## src/hdl/ttb_pkg.sv

```systemverilog
// Shared types, widths and constants of the triangle tangent and bitangent unit.
package ttb_pkg;

  localparam int PosW     = 32;
  localparam int TexW     = 16;
  localparam int DPosW    = PosW + 1;
  localparam int DTexW    = TexW + 1;
  localparam int ProdW    = DPosW + DTexW;
  localparam int NumW     = ProdW + 1;
  localparam int DetW     = 35;
  localparam int ShiftW   = 12;
  localparam int RemW     = NumW + ShiftW;
  localparam int QuoW     = 33;
  localparam int DsW      = DetW + QuoW - 1;
  localparam int CmpW     = DetW + QuoW;
  localparam int NumComp  = 4;
  localparam int NumVec   = 2 * NumComp;
  localparam int SelW     = 4;
  localparam int StepW    = 6;
  localparam int DivSteps = QuoW;

  localparam logic [SelW-1:0] SelDet = SelW'(0);
  localparam logic [PosW-1:0] SatMax = 32'h7FFF_FFFF;
  localparam logic [PosW-1:0] SatMin = 32'h8000_0000;

  typedef struct packed {
    logic signed [PosW-1:0] pos_x;
    logic signed [PosW-1:0] pos_y;
    logic signed [PosW-1:0] pos_z;
    logic signed [PosW-1:0] pos_w;
    logic signed [TexW-1:0] tex_u;
    logic signed [TexW-1:0] tex_v;
  } corner_t;

  typedef struct packed {
    logic signed [PosW-1:0] tangent_x;
    logic signed [PosW-1:0] tangent_y;
    logic signed [PosW-1:0] tangent_z;
    logic signed [PosW-1:0] tangent_w;
    logic signed [PosW-1:0] bitangent_x;
    logic signed [PosW-1:0] bitangent_y;
    logic signed [PosW-1:0] bitangent_z;
    logic signed [PosW-1:0] bitangent_w;
    logic                   degenerate;
  } result_t;

  typedef struct packed {
    logic            hold_en;
    logic            hold_slot;
    logic            delta_en;
    logic            mul_en;
    logic [SelW-1:0] mul_sel;
    logic            div_start;
    logic            div_step;
    logic            out_load;
  } ttb_cmd_t;

  typedef struct packed {
    logic det_zero;
  } ttb_sts_t;

endpackage

```

## src/hdl/ttb_ctrl.sv

```systemverilog
// Controller: corner counting and sequencing of the multiply, divide and output steps.
module ttb_ctrl (
  input  logic              clk_i,
  input  logic              rst_ni,
  input  logic              in_valid_i,
  output logic              in_ready_o,
  output logic              out_valid_o,
  input  logic              out_ready_i,
  output ttb_pkg::ttb_cmd_t cmd_o,
  input  ttb_pkg::ttb_sts_t sts_i
);
  import ttb_pkg::*;

  localparam logic [2:0] StIdle  = 3'd0;
  localparam logic [2:0] StMul   = 3'd1;
  localparam logic [2:0] StDrain = 3'd2;
  localparam logic [2:0] StDivSt = 3'd3;
  localparam logic [2:0] StDiv   = 3'd4;
  localparam logic [2:0] StDone  = 3'd5;

  logic [2:0]       state_q, state_d;
  logic [1:0]       count_q, count_d;
  logic [StepW-1:0] step_q, step_d;
  logic             out_valid_q, out_valid_d;
  logic             accept;

  assign in_ready_o  = (state_q == StIdle);
  assign accept      = in_valid_i & in_ready_o;
  assign out_valid_o = out_valid_q;

  always_comb begin
    state_d = state_q;
    count_d = count_q;
    step_d  = step_q;
    cmd_o   = '0;
    case (state_q)
      StIdle: begin
        if (accept) begin
          if (count_q == 2'd2) begin
            cmd_o.delta_en = 1'b1;
            count_d        = 2'd0;
            step_d         = '0;
            state_d        = StMul;
          end else begin
            cmd_o.hold_en   = 1'b1;
            cmd_o.hold_slot = (count_q == 2'd1);
            count_d         = (count_q == 2'd1) ? 2'd2 : 2'd1;
          end
        end
      end
      StMul: begin
        cmd_o.mul_en  = 1'b1;
        cmd_o.mul_sel = step_q[SelW-1:0];
        if (step_q == StepW'(NumVec)) begin
          state_d = StDrain;
        end else begin
          step_d = step_q + StepW'(1);
        end
      end
      StDrain: begin
        state_d = StDivSt;
      end
      StDivSt: begin
        if (sts_i.det_zero) begin
          state_d = StDone;
        end else begin
          cmd_o.div_start = 1'b1;
          step_d          = '0;
          state_d         = StDiv;
        end
      end
      StDiv: begin
        cmd_o.div_step = 1'b1;
        if (step_q == StepW'(DivSteps - 1)) begin
          state_d = StDone;
        end else begin
          step_d = step_q + StepW'(1);
        end
      end
      StDone: begin
        if (!out_valid_q || out_ready_i) begin
          cmd_o.out_load = 1'b1;
          state_d        = StIdle;
        end
      end
      default: begin
        state_d = StIdle;
      end
    endcase
  end

  assign out_valid_d = cmd_o.out_load | (out_valid_q & ~out_ready_i);

  always_ff @(posedge clk_i or negedge rst_ni) begin
    if (!rst_ni) begin
      state_q     <= StIdle;
      count_q     <= 2'd0;
      step_q      <= '0;
      out_valid_q <= 1'b0;
    end else begin
      state_q     <= state_d;
      count_q     <= count_d;
      step_q      <= step_d;
      out_valid_q <= out_valid_d;
    end
  end

  a_count_range: assert property (@(posedge clk_i) disable iff (!rst_ni)
    count_q != 2'd3)
    else $error("corner count reached an unused value");

  a_third_starts_mul: assert property (@(posedge clk_i) disable iff (!rst_ni)
    (accept && count_q == 2'd2) |=> (state_q == StMul && count_q == 2'd0))
    else $error("third corner did not start the multiply sequence");

  a_valid_from_done: assert property (@(posedge clk_i) disable iff (!rst_ni)
    $rose(out_valid_q) |-> $past(state_q == StDone))
    else $error("result request raised outside the done step");

  a_done_waits: assert property (@(posedge clk_i) disable iff (!rst_ni)
    (state_q == StDone && out_valid_q && !out_ready_i) |=> (state_q == StDone))
    else $error("finished result overwrote a pending request");

  a_div_bound: assert property (@(posedge clk_i) disable iff (!rst_ni)
    (state_q == StDiv) |-> (step_q < StepW'(DivSteps)))
    else $error("divider step count out of range");

endmodule

```

## config.mk

```make
export PLATFORM = sky130hd
export DESIGN_NAME = ttb_ctrl
export DESIGN_NICKNAME = d
export VERILOG_FILES = /design/src/hdl/ttb_pkg.sv /design/src/hdl/ttb_ctrl.sv
export SDC_FILE = /design/constraint.sdc
export NUM_CORES = 1
export LEC_CHECK = 0
export BUFFER_PORTS_ARGS = -buffer_cell sky130_fd_sc_hd__buf_2
export CORE_UTILIZATION = 52
export DETAILED_ROUTE_END_ITERATION = 10
export HOLD_SLACK_MARGIN = 0.15
export PLACE_DENSITY = 0.77
export SLEW_MARGIN = 20
export SYNTH_ARGS = -nofsm -noshare
export SYNTH_HDL_FRONTEND = slang
export SYNTH_SLANG_ARGS = --single-unit
```

## constraint.sdc

```tcl
create_clock -name clk_i -period 2 [get_ports clk_i]
set_input_delay 0.3 -clock clk_i [delete_from_list [all_inputs] [get_ports clk_i]]
set_output_delay 0.3 -clock clk_i [all_outputs]
set_load 0.01 [all_outputs]
```

==> impl_metrics.toml <==
[run_status]
status = "finished, final reports clean"

[clock_network]
tritoncts = "yes"
clkLatencyLatePin_ns = 0.28
cts.sinks = 12
numCtsBuffers = 3
ctsRootBufferMaster = "clkbuf_4"
clockBufferDepth = 2
cts_max_level = 1
post-cts-setup-buffers = 0
path_clk_slew_ns = 0.08

[final_layout]
drive_gt1_frac = 0.254
fin_util = 0.644
area_growth_pct = 16.0
diodes = 0
nNetsFinal = 124
regArea_um2 = 300
fill_cells = 129
multi_input_area_um2 = 462

[grt]
grt_overflow = 0
grt_max_degree = 13
grt_pass1_vias = 657
antenna_found_initial = 0
grt_pass1_wl_mm = 2.90
grt_usage = 0.220

[pwr]
power_density_mw_per_mm2 = 1490
switchingPower_mw = 0.655
sequentialPowerShare = 0.314
clock_power_share = 0.140
peakVddDrop_v = 0.000831
internal-power_mw = 0.789
leakage_nw = 0.472
power_frac_comb = 0.546
sw_frac_of_total = 0.453

[logic_synthesis]
synth_cells = 95
syn_nets = 104
ys_seq_elements = 12
synth_edf_count = 0
synth_top_area_share = 0.359
netlist_top_cells_area = "dfrtp_1, ha_1, inv_1"
avgSynthCellArea_um2 = 8.80
yosysMostFrequentCell = "dfrtp_1"
synthArstFlopShare = 1.00
yosysSeqAreaShare = 0.359
ys_warn_count = 0
synth_flop_cell = "dfrtp_1"
syn-cell-area_um2 = 836
synth_top_cell_by_area = "dfrtp_1"
synth_common_cells = "dfrtp_1, inv_1, nor2_1"
netlist-cell-type-count = 35

[die]
boundaryPins = 18
core_area_mm2 = 0.00151
start_util = 0.555
row_count = 14
dieArea_mm2 = 0.00177
die_h_um = 42.1
die_w_um = 42.1

[timing]
post-route-period-util = 0.936
finalClockSkew_ns = 0.00201
fin_crit_ns = 1.87
hold_viol = 0
worstMarginPinSlew_ns = 0.478
slew_viol_final = 0
finalSetupViolations = 0
fin_setup_tns_ns = 0
max_slew_margin = 0.681
hold_ws_ns = 0.315
rsz0062_at_grt = "false"
fmaxAchievable_mhz = 534

[worst_setup_path]
worst_ep_required_time_ns = 1.70
crit_fanout = 10
critical_path_class = "reg2out"
arrival_ns = 1.57
timing.rr.end = "state_q[0]"
startpoint_type = "flop"
timing.rr.start = "step_q[0]"
r2r_setup_slack_ns = 0.14
r2r_cells = 6
endpoint_kind = "output port"

[routing]
drtPass1Iterations = 4
num_vias = 735
wl_per_cell_um = 12.9
vias_per_cell = 5.65
wl_mm = 1.68
ant_nets = 0
drc = 0
dr.first_iter.drc_count = 9

[hold_path]
hold_start = "out_ready_i"
hp-class = "in2reg"
holdPathStages = 3
holdPathEnd = "out_valid_o"

[place]
numPortBuffers = 17
place.gp.congestion = 0.800
place_hpwl_mm = 1.25

[run]
drv_cap = 0
## power groups by stage
| stage | Clock (mW) | Combinational (mW) | Sequential [mW] |
|---|---|---|---|
| floorplan | 0 | 0.656 | 0.427 |
| global placement | 0 | 0.760 | 0.452 |
| detailed placement | 0 | 0.781 | 0.458 |
| CTS | 0.207 | 0.788 | 0.452 |
| global route | 0.219 | 0.888 | 0.473 |
| finish | 0.202 | 0.789 | 0.453 |
## kinds of logic (layout without fill, tap and decap cells)
| kind of cell | after synthesis | in the layout | share of synthesized area |
|---|---|---|---|
| simple gates | 35 | 35 | 0.235 |
| compound gates | 25 | 25 | 0.217 |
| buf+inv | 16 | 35 | 0.0943 |
| flops | 12 | 12 | 0.359 |
| fa+ha+maj | 4 | 4 | 0.0599 |
| xor+xnor | 2 | 2 | 0.0210 |
| mux | 1 | 1 | 0.0135 |
## worst max-delay path: stages (launching register included)
cell,delay [ns]
dfrtp_1,0.49
or3b_1,0.53
nor2_1,0.13
buf_2,0.14
## what timing repair did
action	in CTS	in global routing
resized for setup	0	1
hold endpoints to repair	12	0
hold buffers	1	0
setup endpoints to repair	0	1
## cell usage in the layout, fill, tap and decap left out, types with 2 or more instances in the layout
cell type	instances
dfrtp_1	12
and3_1	3
o221ai_1	2
nor3_1	3
o22ai_1	2
nand2_1	6
nand3_1	3
xnor2_1	2
inv_1	11
a211oi_1	2
o21ai_0	8
ha_1	4
a21oi_1	3
nor2_1	10
buf_2	17
clkbuf_4	3
nand2b_1	2
buf_4	2
## registers in the layout, indices dropped and copies added (netlist names)
signal / flops
count_q: 2
out_valid_o: 1
state_q: 3
step_q: 6
## layout make-up
class,instances,area share
clock buffer,4,0.0374
inverter,11,0.0426
timing repair buffer,20,0.114
sequential,12,0.310
tap,16,0.0206
multi-input combinational,67,0.476
## metal layers
metal,vias up,global-route usage,share of wire
li1,375,-,-
met2,15,0.356,0.48
met5,-,0,0
met1,340,0.281,0.47
met4,0,0.113,0.020
met3,5,0.0388,0.032
## worst max-delay path by stage
stage | startpoint | slack, ns | endpoint | depth (start not counted)
after floorplan | step_q[0] | 0.32 | state_q[0] | 6
after global placement | step_q[0] | 0.26 | state_q[0] | 6
after detailed placement | step_q[0] | 0.18 | state_q[0] | 6
after CTS | state_q[2] | 0.12 | cmd_o[10] | 5
after global routing | step_q[0] | 0.04 | state_q[0] | 6
final | state_q[1] | 0.13 | cmd_o[3] | 3
## stage by stage
stage               setup slack, ns  total power [mW]  cell area (µm²)  instances
floorplan                     0.316              1.08              836         95
detailed placement            0.176              1.24              918        125
CTS                           0.120              1.45              965        130
global route                 0.0368              1.58              970        130
global placement              0.255              1.21              918        125
finish                        0.128              1.44              970        130
No activity file was read; power rests on OpenSTA's default activity.
